<file path="config.mk">
export PLATFORM = sky130hd
export DESIGN_NAME = lrs_ctrl
export DESIGN_NICKNAME = d
export VERILOG_FILES = /design/src/rtl/lrs_pkg.sv /design/src/rtl/lrs_ctrl.sv
export SDC_FILE = /design/constraint.sdc
export NUM_CORES = 1
export LEC_CHECK = 0
export CORE_UTILIZATION = 35
export CTS_BUF_LIST = sky130_fd_sc_hd__clkbuf_2 sky130_fd_sc_hd__clkbuf_4 sky130_fd_sc_hd__clkbuf_8
export DETAILED_ROUTE_END_ITERATION = 8
export DONT_BUFFER_PORTS = 1
export HOLD_SLACK_MARGIN = 0.05
export PLACE_DENSITY = 0.58
export SLEW_MARGIN = 20
export SYNTH_ARGS = -nofsm -noshare
export SYNTH_HDL_FRONTEND = slang
export SYNTH_SLANG_ARGS = --single-unit
</file>
<file path="constraint.sdc">
create_clock -name clk_i -period 2.14 [get_ports clk_i]
set_input_delay 0.321 -clock clk_i [delete_from_list [all_inputs] [get_ports clk_i]]
set_output_delay 0.321 -clock clk_i [all_outputs]
set_load 0.02 [all_outputs]
</file>
<file path="src/rtl/lrs_pkg.sv">
package lrs_pkg;

  // Tree size and field widths
  localparam int unsigned CELLS  = 1024;
  localparam int unsigned ADDR_W = $clog2(CELLS);
  localparam int unsigned IDX_W  = ADDR_W + 1;
  localparam int unsigned LEN_W  = 11;
  localparam int unsigned POS_W  = 10;
  localparam int unsigned VAL_W  = 32;
  localparam int unsigned SUM_W  = 64;
  localparam int unsigned WORD_W = 2 * SUM_W;

  localparam logic [LEN_W-1:0] LEN_RESET = LEN_W'(CELLS);

  // Request command codes
  localparam logic CMD_ADD = 1'b0;
  localparam logic CMD_SUM = 1'b1;

  // Controller to datapath
  typedef struct packed {
    logic clr_step;
    logic load;
    logic pass_init;
    logic pass_sel;
    logic upd_wr;
    logic pre_acc;
    logic mul;
    logic fin;
    logic out_load;
  } lrs_cmd_t;

  // Datapath to controller
  typedef struct packed {
    logic is_query;
    logic empty;
    logic skip_second;
    logic clr_last;
    logic upd_last;
    logic pre_last;
    logic out_free;
  } lrs_stat_t;

endpackage

</file>
<file path="src/rtl/lrs_ctrl.sv">
module lrs_ctrl (
  input  logic              clk_i,
  input  logic              rst_ni,
  input  logic              cfg_we_i,
  input  logic              in_valid_i,
  output logic              in_stall_o,
  input  lrs_pkg::lrs_stat_t stat_i,
  output lrs_pkg::lrs_cmd_t  cmd_o
);

  import lrs_pkg::*;

  localparam logic [3:0] S_CLEAR = 4'd0;
  localparam logic [3:0] S_IDLE  = 4'd1;
  localparam logic [3:0] S_START = 4'd2;
  localparam logic [3:0] S_URD   = 4'd3;
  localparam logic [3:0] S_UWR   = 4'd4;
  localparam logic [3:0] S_PRD   = 4'd5;
  localparam logic [3:0] S_PACC  = 4'd6;
  localparam logic [3:0] S_MUL   = 4'd7;
  localparam logic [3:0] S_FIN   = 4'd8;
  localparam logic [3:0] S_NEXT  = 4'd9;
  localparam logic [3:0] S_OUT   = 4'd10;

  logic [3:0] state_q, state_d;
  logic       pass_q, pass_d;
  logic [3:0] done_state;

  assign in_stall_o = (state_q != S_IDLE);
  assign done_state = stat_i.is_query ? S_OUT : S_IDLE;

  // Next state and commands
  always_comb begin
    state_d = state_q;
    pass_d  = pass_q;
    cmd_o   = '0;
    cmd_o.pass_sel = pass_q;
    case (state_q)
      S_CLEAR: begin
        cmd_o.clr_step = 1'b1;
        if (stat_i.clr_last) state_d = S_IDLE;
      end
      S_IDLE: begin
        if (in_valid_i) begin
          cmd_o.load = 1'b1;
          pass_d     = 1'b0;
          state_d    = S_START;
        end
      end
      S_START: begin
        if (stat_i.empty || (pass_q && stat_i.skip_second)) begin
          state_d = done_state;
        end else begin
          cmd_o.pass_init = 1'b1;
          state_d = stat_i.is_query ? S_PRD : S_URD;
        end
      end
      S_URD: state_d = S_UWR;
      S_UWR: begin
        cmd_o.upd_wr = 1'b1;
        state_d = stat_i.upd_last ? S_NEXT : S_URD;
      end
      S_PRD: state_d = S_PACC;
      S_PACC: begin
        cmd_o.pre_acc = 1'b1;
        state_d = stat_i.pre_last ? S_MUL : S_PRD;
      end
      S_MUL: begin
        cmd_o.mul = 1'b1;
        state_d = S_FIN;
      end
      S_FIN: begin
        cmd_o.fin = 1'b1;
        state_d = S_NEXT;
      end
      S_NEXT: begin
        if (!pass_q) begin
          pass_d  = 1'b1;
          state_d = S_START;
        end else begin
          state_d = done_state;
        end
      end
      S_OUT: begin
        if (stat_i.out_free) begin
          cmd_o.out_load = 1'b1;
          state_d = S_IDLE;
        end
      end
      default: state_d = S_CLEAR;
    endcase
    // A length write rebuilds the tree
    if (cfg_we_i) state_d = S_CLEAR;
  end

  always_ff @(posedge clk_i or negedge rst_ni) begin
    if (!rst_ni) begin
      state_q <= S_CLEAR;
      pass_q  <= 1'b0;
    end else begin
      state_q <= state_d;
      pass_q  <= pass_d;
    end
  end

endmodule

</file>
* Word-level counts from Yosys, hierarchy flattened
Cells that the tools add are included.
** Storage, ports and cells
- Register bits :: 5
- Latch bits :: 0
- RAM bits :: 0
- Bits in read-only memories :: 0
- Input port bits :: 11
- Output and inout port bits :: 10
- Logic and storage cells :: 47
- Memories kept :: 0
** Cells by class
- Add/sub/neg operators :: 0
- Multipliers :: 0
- Div/mod/pow operators :: 0
- Magnitude comparators :: 0
- Eq/ne operators :: 15
- Shift operators :: 0
- Mux-type cells :: 24
- Bitwise logic cells :: 0
- Reduce and logical (&&, ||, !) cells :: 6
** Operators by type and width (count)
- $pmux W4 S11 :: 1
- $mux W4 :: 8
- $eq A4 B3 Y1 const B :: 4
- $eq A4 B4 Y1 const B :: 3
- $mux W1 :: 12
- $ne A3 B3 Y1 const B :: 3
- $eq A4 B2 Y1 const B :: 2
- $eq A4 B1 Y1 const B :: 1
- $logic_not A4 Y1 :: 1
- $ne A4 B1 Y1 const B :: 1
- $mux W3 :: 1
- $reduce_and A3 Y1 :: 1
- $mux W2 :: 1
- $ne A2 B2 Y1 const B :: 1
- $pmux W1 S2 :: 1
- $reduce_and A2 Y1 :: 1
- $reduce_bool A2 Y1 :: 1
- $logic_and A1 B1 Y1 :: 1
- $logic_or A1 B1 Y1 :: 1

* Depth between registers and ports, before layout
Gate-level depths: netlist of the first run.
- Depth after elaboration :: 5
- Gate-level depth with buffers :: 7
- Gate-level depth less buffers :: 7

* Least setup slack after synthesis of the first run
OpenSTA, ideal clock, no wires.
- Path type :: register -> register
- From :: reg state_q[2]
- To :: reg state_q[0]
- Arrival time :: 1.621 ns
- Data required time :: 2.011 ns
- Path slack :: 0.390 ns
- Cell stages (with the launch flop) :: 5
- Cell sequence :: dfrtp_1 nor4_1 nand2b_1 nand4b_4 o32ai_2
** On the way
- Longest elaborated chain between the ends :: 3
- Elaborated cells between the ends (all ways) :: 17
- Classes of those cells :: eq/ne: 13; mux: 2; reduce/logical: 2
** Ends and longest elaborated chain
- start, declared :: line lrs_ctrl.sv:25 : logic [3:0] state_q, state_d;
- start signal, assigned :: line lrs_ctrl.sv:101 : state_q <= state_d;
- $eq A4 B4 Y1 (tied with other cells) :: line lrs_ctrl.sv:38 : case (state_q)
- $pmux W4 S11 / $ne A3 B3 Y1 (equally long branches)
- $mux W4 / $reduce_and A3 Y1 (equally long branches)
Several ways; a longest one is shown, not always the timed one.
A chain may end at the register's enable or synchronous reset.

==> metrics.md, run 1 <==
| Metric | Value |
|---|---|
| Outcome | complete, no violations |
| FF-to-FF Start | state_q[1] |
| Maximum clock rate | roughly 560 MHz |
| Core Region | 0.00135 mm2 |
| Total power | 0.459 mW |
| P per Cell Area | between 700 and 800 mW/mm2 |
| Vias in the first global route | 448 |
| Final worst-path setup slack | roughly 360 ps |
| Combinational fraction of design power | roughly two fifths |
| DRC | 0 |
| Routed vias/inst | ~5.8 |
| Final hold viol count | 0 |
| Min-delay src | in_valid_i |
| Post-route cell area | roughly 580 um2 |
| Worst Path Arrival | 1460 ps |
| CTS Buffer Depth | 2 |
| Final worst path period share | between 80% and 90% |
| CTS Buf Count | 3 |
| Async set-reset flop share out of synthesis | 100% |
| Worst vdd ir | around 0.00051 V |
| Top cell type by total area after synthesis | dfrtp_1 |
| Dpl cells | a little under 80 |
| Final Core Density | 43.3% |
| Total routed wirelength | 1140 um |
| Clock sinks | 5 |
| Syn Std Cell Area | 528 um2 |
| Simple-Gate Fraction of Synth Area | 40.8% |
| P_sw | ~0.19 mW |
| Seq/Total Area, Yosys | 23.7% |
| Number of iterations in the first detailed-routing pass | 4 |
| Total gr overflow | 0 |
| Cell count after synthesis | between 60 and 70 |
| Synth Warn # | 0 |
| Die width | around 41 um |
| Antenna cell count | 0 |
| Most numerous cell in the Yosys netlist | nor2_1 |
| Skew-Pair Late Insertion Delay | around 240 ps |
| Final setup viols | 0 |
| Final hold slack | 185 ps |
| Crit start category | flip-flop |
| DP Wirelength | 875 um |
| Total global-route track usage | between 10% and 20% |
| Synth area leaders | dfrtp_1 24%, ha_1 7.1%, a21oi_1 4.7% |
| Die ar. | between 0.0015 and 0.002 mm2 |
| H-tree depth | 1 |
| Tightest Pin Transition | 437 ps |
| Area grow syn2layout | 10.7% |
| Largest net degree at the start of global routing | 17 |
| DR vias | slightly below 500 |
| Yosys top cell area share | approximately a quarter |
| Post-layout min period | between 1500 and 2000 ps |
| CP Capture Type | primary output |
| Crit path max-delay family | simple AND/OR/NAND/NOR gates |
| Mean routed wirelength per cell | ~14 um |
| Fill count | roughly 150 |
| Xor/xnor cell area share of the yosys netlist | 0% |
| Sequential share of power | 34.4% |
| Unrepaired setup endpoints after global routing | no |
| Die Y | roughly 41 um |
| First-pass GRT wire length | between 1500 and 2000 um |
| Int Power | 0.272 mW |
| Syn Area/Cell | 8.00 um2 |
| Initial DRC Count | 8 |
| Clock slew at reported path FFs | roughly 40 ps |
| Max incr delay on CP | around 600 ps |
| Synth top cells by count | 6 x nor2_1, 5 x a21oi_1, 5 x dfrtp_1 |
| Slew margin rel. | between 70% and 80% |
| Antenna-violating nets left | 0 |
| Switching share of power | approximately 41% |
| Synthesized flop and latch total | 5 |
| Most used DFF post-synth | dfrtp_1 |
| Critical-path top delay cell | dfrtp_1 |
| Max-Cap Viols | 0 |
| Fraction of synthesized area in multiplexers | 0% |
| Layout cells sized above 1 | 14.5% |
| Crit path kind | reg -> out |
| Syn_nets | 80 |
| Synth Area in Compound Gates | between 20% and 30% |
| Initial core utilization | 39.1% |
| # port buffers | 0 |
| Largest family of logic cells by synthesized area | simple AND/OR/NAND/NOR gates |
| Adder-cell share of the synthesized area | 7.11% |
| Row cnt | 13 |
| Worst slack, placed | approximately 500 ps |
| Dpl cell area | between 500 and 600 um2 |
| Post-synth EDFFs | 0 |
| Clk_skew | 0.861 ps |
| Critical Path Source | state_q[1] |
| CTS root buffer | clkbuf_4 |
| Worst-path cell chain | nor2b_1, and3_1 |
| Nets | 84 |
| Worst Path Buf+Inv | 0 |
| Setup TNS | 0 ps |
| Yosys cell types | 30 |
| Pins Over Slew Limit | 0 |
| Clock power frac | 26.4% |
| Finished Layout Cells | 84 |
| Leakage | about 0.25 nW |
| TritonCTS clock tree | built |
| Hold Crit Class | in -> reg |
| Required @ worst endpoint | 1820 ps |
| IO Count | 21 |
| Initial antenna violation count | 0 |
| Gp weighted congestion | 0.835 |
| Critical-path maximum fanout | 16 |
-- layout make-up --
cell class	count	area, um2	share of cell area [%]
Clock buffer	4	30.0	5.14
Inverter	2	7.51	1.28
Multi-Input combinational cell	54	370	63.4
Sequential cell	5	125	21.4
Tap cell	15	18.8	3.21
Timing Repair Buffer	4	32.5	5.57
-- kinds of logic (layout without fill, tap and decap cells) --
logic type               Yosys count  count (layout)
AO/OA/AOI/OAI                     17              17
buffers and inverters              7              10
adder cells (fa/ha/maj)            3               3
flip-flops                         5               5
AND/OR/NAND/NOR                   34              34
-- placed cells by master, fill, tap and decap left out, types with 2 or more instances in the layout --
| cell type | instances |
|---|---|
| nor2_1 | 6 |
| a21oi_1 | 5 |
| dfrtp_1 | 5 |
| nand2b_1 | 4 |
| nand2_1 | 4 |
| and3_1 | 4 |
| clkbuf_4 | 4 |
| nor2b_1 | 3 |
| o21ai_1 | 3 |
| ha_1 | 3 |
| buf_4 | 3 |
| nor3_1 | 2 |
| inv_1 | 2 |
| nor4_1 | 2 |
| nand3_1 | 2 |
| o21ai_0 | 2 |
| nand3b_1 | 2 |
-- state kept, by name (all words and copies together) (netlist names) --
register  cells
state_q       4
pass_q        1
-- power by group through the flow --
stage	clock network [mW]	registers, mW	logic (mW)
5_1_grt	0.132	0.164	0.199
3_3_place_gp	0	0.158	0.180
4_1_cts	0.129	0.157	0.182
3_5_place_dp	0	0.159	0.178
2_1_floorplan	0	0.123	0.181
6_report	0.121	0.158	0.180
-- per-layer routing --
metal  vias to the layer above  global-route usage [%]  share of wire (%)
met5                         -                       0                  0
met4                         0                    7.50                1.3
met3                         2                    7.61                7.1
met2                        18                    23.4                 41
met1                       211                    23.3                 50
li1                        252                       -                  -
-- repair_timing --
item                                    in CTS  in global routing
endpoints found under the setup margin       0                  0
buffers inserted                             0                  0
endpoints found under the hold margin        5                  0
hold buffers                                 1                  0
gates resized for setup                      0                  0
-- worst paths after layout --
check                        endpoint  slack [ps]  depth (start not counted)
setup / recovery             cmd_o[0]         360                          2
hold / removal             state_q[0]         190                          1
max in group asynchronous  state_q[2]        1590                          1
hold reg to reg            state_q[2]         700                          1
min in group asynchronous      pass_q         370                          1
setup reg to reg           state_q[1]         490                          4
Note: power is estimated with default switching activity, not from simulation.
==> run 2, diff against run 1 <==
--- a/config.mk
+++ b/config.mk
@@ -10,7 +10,7 @@
 export DETAILED_ROUTE_END_ITERATION = 8
 export DONT_BUFFER_PORTS = 1
 export HOLD_SLACK_MARGIN = 0.05
-export PLACE_DENSITY = 0.58
+export PLACE_DENSITY = 0.6
 export SLEW_MARGIN = 20
 export SYNTH_ARGS = -nofsm -noshare
 export SYNTH_HDL_FRONTEND = slang
==> constraint.sdc (replaced) <==
create_clock -name clk_i -period 1.6 [get_ports clk_i]
set_input_delay 0.24 -clock clk_i [delete_from_list [all_inputs] [get_ports clk_i]]
set_output_delay 0.24 -clock clk_i [all_outputs]
set_load 0.02 [all_outputs]
==> run 2 against run 1 <==
Net effect: register-to-register slack got worse by 350 ps; routed wire length is 15% higher; via count is 11% higher; combinational power grew 100%; clock power rose by 39%; count of clock-buffer cells in the layout unchanged; sequential share of layout area fell by 2.6 points; final area up 15%; flip-flop and latch count unchanged; first-iteration DRC count rose by 110%; largest power group unchanged.
==> metrics.md, run 2 (synthesis gave the netlist of run 1 again) <==
| Metric | Value |
|---|---|
| Worst slack, placed | 144 ps (-344 ps) |
| Die ar. | 0.00167 mm2 (unchanged) |
| Critical-path top delay cell | dfrtp_1 |
| Required @ worst endpoint | 1360 ps (-460 ps) |
| Crit path kind | reg -> out |
| Most common cell after layout, fill and taps aside | buf_4 |
| Crit path depth | 4 (+2) |
| Area grow syn2layout | 27.0% |
| DRC | 0 (unchanged) |
| Crit path max-delay family | flip-flops |
| Clock slew at reported path FFs | 50 ps (about the same) |
| Row cnt | 13 (unchanged) |
| Critical-path maximum fanout | 12 (-4) |
| Gp weighted congestion | 0.785 (-5.9%) |
| Min-delay src | in_valid_i |
| Hold Path Depth | 1 (unchanged) |
| Total gr overflow | 0 (unchanged) |
| Final setup viols | 0 (unchanged) |
| Core Region | 0.00135 mm2 (unchanged) |
| Layout cells sized above 1 | 35.5% (+21 points) |
| Final hold viol count | 0 (unchanged) |
| CTS Buf Count | 3 (unchanged) |
| # port buffers | 0 (unchanged) |
| Vias in the first global route | 490 (+9.4%) |
| Worst R2R Path Depth | 4 (unchanged) |
| Slew margin rel. | 74.9% (+4.0 points) |
| Clock sinks | 5 (unchanged) |
| Most frequent cells in the layout | 10 x buf_4, 5 x nor2_1, 5 x a21oi_1 |
| Crit start category | flip-flop |
| CP dominant cell by count | buf_4 |
| DR vias | 538 (+11%) |
| DP Wirelength | 988 um (+13%) |
| Routed vias/inst | 5.91 (+2.8%) |
| Nets | 91 (+8.3%) |
| Worst vdd ir | 0.000629 V (+23%) |
| Initial antenna violation count | 0 (unchanged) |
| Worst-path cell chain | buf_4, nand2b_4, nor3_2, buf_4 |
| Outcome | complete, no violations |
| First-pass GRT wire length | 2010 um (+8.9%) |
| Critical Path Source | state_q[3] |
| Max incr delay on CP | 370 ps (-230 ps) |
| IO Count | 21 (unchanged) |
| Unrepaired setup endpoints after global routing | yes |
| Top reg by flops | state_q |
| Antenna-violating nets left | 0 (unchanged) |
| Post-route cell area | 671 um2 (+15%) |
| Post-layout min period | 1570 ps |
| Total routed wirelength | 1320 um (+15%) |
| Hold Crit Class | in -> reg |
| Initial DRC Count | 17 (+9) |
| TritonCTS clock tree | built |
| Hold EP | state_q[0] |
| Fill count | 136 (-8.1%) |
| H-tree depth | 1 (unchanged) |
| Tightest Pin Transition | 375 ps (-61.2 ps) |
| Maximum clock rate | between 600 and 700 MHz |
| Number of iterations in the first detailed-routing pass | 4 (unchanged) |
| FF-to-FF Start | state_q[3] |
| Leakage | 0.285 nW (+15%) |
| CP Capture Type | primary output |
| Worst Path Arrival | 1330 ps (-130 ps) |
| Dpl cell area | 593 um2 (+9.0%) |
| P per Cell Area | 1030 mW/mm2 (+31%) |
| Max-Cap Viols | 0 (unchanged) |
| Total global-route track usage | 18.6% (+1.3 points) |
| Final worst path period share | a little over nine tenths |
| Worst Path Buf+Inv | 2 (+2) |
| Die width | 40.8 um (unchanged) |
| Antenna cell count | 0 (unchanged) |
| Biggest registers after layout | state_q: 4 flops, pass_q: 1 flops |
| Largest net degree at the start of global routing | 16 (-1) |
| Skew-Pair Late Insertion Delay | 240 ps (about the same) |
| Number of flip-flops in the largest register | 4 (unchanged) |
| Mean routed wirelength per cell | 14.5 um (+6.6%) |
| Initial core utilization | 39.1% (unchanged) |
| Clk_skew | 1.45 ps (+0.590 ps) |
| Die Y | 40.8 um (unchanged) |
| CTS root buffer | clkbuf_4 |
| CTS Buffer Depth | 2 (unchanged) |
| Final worst-path setup slack | 32.0 ps (-325 ps) |
| Crit Reg-Reg Endpoint | state_q[0] |
| Pins Over Slew Limit | 0 (unchanged) |
| R2R Setup Slk | 140 ps (-350 ps) |
## run 2: worst max-delay path by stage
stage                 end  slack (ps)
2_1_floorplan  state_q[0]         120
3_3_place_gp   state_q[1]         150
3_5_place_dp   state_q[3]         140
4_1_cts          cmd_o[3]           8
5_1_grt          cmd_o[4]         -10
6_report         cmd_o[4]          30
## run 2: metrics by stage
stage / setup TNS [ps] / cells / utilization (%) / power [mW] / hold slack [ps]
3_5_place_dp: 0 / 84 / 43.9 / 0.494 / -55.5
4_1_cts: 0 / 89 / 47.4 / 0.670 / 103
2_1_floorplan: 0 / 66 / - / 0.415 / -55.6
3_3_place_gp: 0 / 84 / 43.9 / 0.488 / -55.5
6_report: 0 / 91 / 49.7 / 0.689 / 105
5_1_grt: -25.7 / 91 / 49.7 / 0.734 / 94.1
## run 2: area by class of cell
| class | count | area (um2) | area share [%] |
|---|---|---|---|
| well taps | 15 | 18.8 | 2.80 |
| inverters | 2 | 7.51 | 1.12 |
| clock buffers | 4 | 30.0 | 4.48 |
| flip-flops and latches | 5 | 126 | 18.8 |
| repair buffers | 11 | 85.1 | 12.7 |
| multi-input cells | 54 | 403 | 60.1 |
## run 2: routing by layer
layer | wire, um | up-vias | share of wire (%) | global-route usage, %
met5 | 0 | - | 0 | 0
met4 | 0 | 0 | 0 | 10.0
met3 | 105 | 0 | 8.0 | 7.07
met2 | 645 | 24 | 49 | 28.5
met1 | 569 | 251 | 43 | 22.2
li1 | - | 263 | - | -
## run 2: worst reg2reg max path, delay by kind of cell, from the launching register on
| family | cells | cell delay, ps |
|---|---|---|
| DFF | 1 | 370 |
| AOI/OAI and AO/OA | 2 | 270 |
| and+or+nand+nor | 2 | 710 |
## run 2: power by group
| part | switching, mW | total, mW | internal [mW] |
|---|---|---|---|
| clock | 0.0563 | 0.168 | 0.111 |
| combinational | 0.207 | 0.363 | 0.155 |
| sequential | 0.0130 | 0.159 | 0.146 |
| total | 0.276 | 0.689 | 0.413 |
## run 2: timing repair
action / CTS / global route
pin swaps: 0 / 1
setup endpoints to repair: 4 / 5
resized for setup: 4 / 5
endpoints found under the hold margin: 5 / 0
hold buffers: 1 / 0
gates cloned: 0 / 0
buffers inserted: 0 / 2
==> run 3, diff against run 2 <==
--- a/config.mk
+++ b/config.mk
@@ -9,8 +9,11 @@
 export CTS_BUF_LIST = sky130_fd_sc_hd__clkbuf_2 sky130_fd_sc_hd__clkbuf_4 sky130_fd_sc_hd__clkbuf_8
 export DETAILED_ROUTE_END_ITERATION = 8
 export DONT_BUFFER_PORTS = 1
+export GPL_TIMING_DRIVEN = 1
 export HOLD_SLACK_MARGIN = 0.05
+export MAX_ROUTING_LAYER = met4
 export PLACE_DENSITY = 0.6
+export REMOVE_ABC_BUFFERS = 1
 export SLEW_MARGIN = 20
 export SYNTH_ARGS = -nofsm -noshare
 export SYNTH_HDL_FRONTEND = slang
==> run 3 against run 2 <==
Net effect: flip-flop and latch count unchanged; combinational power shrank 3%; critical endpoint is now cmd_o[1]; die area stayed put; non-clock buffer count unchanged; routed wire length up 0.91%; utilization grew 1.9 points.
==> metrics.md, run 3 (synthesis gave the netlist of run 1 again) <==
| Metric | Value |
|---|---|
| Setup TNS | 0 ps (unchanged) |
| Die width | 40.8 um (unchanged) |
| Worst vdd ir | 0.000497 V (-21%) |
| Row cnt | 13 (unchanged) |
| CP Capture Type | primary output |
| Layout cells sized above 1 | 35.5% (unchanged) |
| Pins Over Slew Limit | 0 (unchanged) |
| Core Region | 0.00135 mm2 (unchanged) |
| Number of iterations in the first detailed-routing pass | 4 (unchanged) |
| Leakage | 0.288 nW (+0.93%) |
| Required @ worst endpoint | 1360 ps (about the same) |
| Antenna-violating nets left | 0 (unchanged) |
| Final worst-path setup slack | 10.0 ps (-22.0 ps) |
| Nets | 91 (unchanged) |
| Hold Crit Class | in -> reg |
| First-pass GRT wire length | 2010 um (-0.35%) |
| H-tree depth | 1 (unchanged) |
| CTS Buf Count | 3 (unchanged) |
| Post-layout min period | 1590 ps (+22.0 ps) |
| Crit path kind | reg -> out |
| Crit path max-delay family | flip-flops |
| Biggest registers after layout | state_q: 4 flops, pass_q: 1 flops |
| Worst slack, placed | 148 ps (+4.79 ps) |
| DRC | 0 (unchanged) |
| Final setup viols | 0 (unchanged) |
| Initial antenna violation count | 0 (unchanged) |
| Mean routed wirelength per cell | 14.6 um (+0.91%) |
| Final hold slack | 94.0 ps (-10.7 ps) |
| Worst Path Arrival | 1350 ps (+20 ps) |
| CTS root buffer | clkbuf_4 |
| Max incr delay on CP | 490 ps (+120 ps) |
| Worst Path Buf+Inv | 2 (unchanged) |
| Critical-path top delay cell | dfrtp_2 |
| Routed vias/inst | 5.84 (-1.3%) |
| TritonCTS clock tree | built |
| Total global-route track usage | 19.1% (+0.50 points) |
| Unrepaired setup endpoints after global routing | yes |
| Antenna cell count | 0 (unchanged) |
| Most frequent cells in the layout | 8 x buf_4, 5 x nor2_1, 5 x a21oi_1 |
| Final worst path period share | 99.4% (+1.4 points) |
| Max-Cap Viols | 0 (unchanged) |
| Crit Reg-Reg Endpoint | state_q[0] |
| Crit start category | flip-flop |
| Maximum clock rate | 629 MHz (-1.4%) |
| Top reg by flops | state_q |
| Skew-Pair Late Insertion Delay | 250 ps (about the same) |
| R2R Setup Slk | 150 ps (about the same) |
| Initial core utilization | 39.1% (unchanged) |
| Final hold viol count | 0 (unchanged) |
| Critical-path maximum fanout | 8 (-4) |
| FF-to-FF Start | state_q[3] |
| Area grow syn2layout | 32.0% |
| Initial DRC Count | 18 (+1) |
| Clock sinks | 5 (unchanged) |
| Most common cell after layout, fill and taps aside | buf_4 |
| Multi-input logic area | 413 um2 (+2.5%) |
| Outcome | complete, no violations |
| Hold Path Depth | 1 (unchanged) |
| Total routed wirelength | 1330 um (+0.91%) |
| IO Count | 21 (unchanged) |
| Worst-path cell chain | buf_6, nand2b_1, nor3_1, buf_4 |
| DP Wirelength | 1010 um (+2.4%) |
| Min-delay src | in_valid_i |
| Die ar. | 0.00167 mm2 (unchanged) |
| Largest net degree at the start of global routing | 16 (unchanged) |
| Dpl cells | 84 (unchanged) |
| # port buffers | 0 (unchanged) |
| Slew margin rel. | 74.5% (-0.33 points) |
| Vias in the first global route | 491 (+0.20%) |
| Gp weighted congestion | 0.828 (+5.4%) |
| Tightest Pin Transition | 380 ps (+4.92 ps) |
| Total gr overflow | 0 (unchanged) |
| Number of flip-flops in the largest register | 4 (unchanged) |
| CTS Buffer Depth | 2 (unchanged) |
| Hold EP | state_q[0] |
| Finished Layout Cells | 91 (unchanged) |
| DR vias | 531 (-1.3%) |
| Clock slew at reported path FFs | 50 ps (about the same) |
| P per Cell Area | 983 mW/mm2 (-4.3%) |
| Die Y | 40.8 um (unchanged) |
| Fill count | 124 (-8.8%) |
| Worst R2R Path Depth | 4 (unchanged) |
| Clk_skew | 2.80 ps (+1.35 ps) |
| Register area | 126 um2 (unchanged) |
run 3: worst max-delay path by stage:
stage / start / endpoint / slack [ps] / cells after the start
after floorplan: state_q[2] / state_q[0] / -260 / 4
after global placement: state_q[3] / state_q[3] / 140 / 4
after detailed placement: state_q[3] / state_q[0] / 150 / 4
after CTS: state_q[0] / cmd_o[7] / 9 / 3
after global routing: state_q[2] / cmd_o[1] / -20 / 4
final: state_q[2] / cmd_o[1] / 10 / 4
run 3: per-stage QoR:
step                      power (mW)  area (um2)  utilization, %
after global placement         0.480         582            43.1
after CTS                      0.675         648            48.0
after detailed placement       0.481         582            43.1
after floorplan                0.391         503               -
final                          0.685         697            51.6
after global routing           0.728         697            51.6
run 3: worst register-to-register path, stage by stage (launching register included):
cell and delay (ps):
dfrtp_1 360, or4b_1 540, a21oi_2 170, nand4b_4 170
o32ai_2 90
run 3: timing repair:
action	CTS	global route
resized for setup	9	5
hold buffers	1	0
endpoints found under the hold margin	5	0
buffers inserted	0	2
pin swaps	0	1
setup endpoints to repair	6	8
run 3: area by class of cell:
cell class | instances | area share (%)
Inverter | 2 | 1.08
Timing Repair Buffer | 11 | 14.5
Tap cell | 15 | 2.69
Clock buffer | 4 | 4.31
Multi-Input combinational cell | 54 | 59.2
Sequential cell | 5 | 18.1
run 3: report_power, final:
group | switching (mW) | internal (mW) | leakage (nW)
sequential | 0.0135 | 0.146 | 0.0666
clock | 0.0627 | 0.112 | 0.0184
combinational | 0.204 | 0.147 | 0.203
total | 0.280 | 0.405 | 0.288
run 3: routing by layer:
metal	vias up	part of all wire, %	track usage (%)
met5	-	0	-
met4	0	0.90	10.0
met3	2	4.7	5.98
met2	16	49	28.9
met1	249	45	22.4
li1	264	-	-
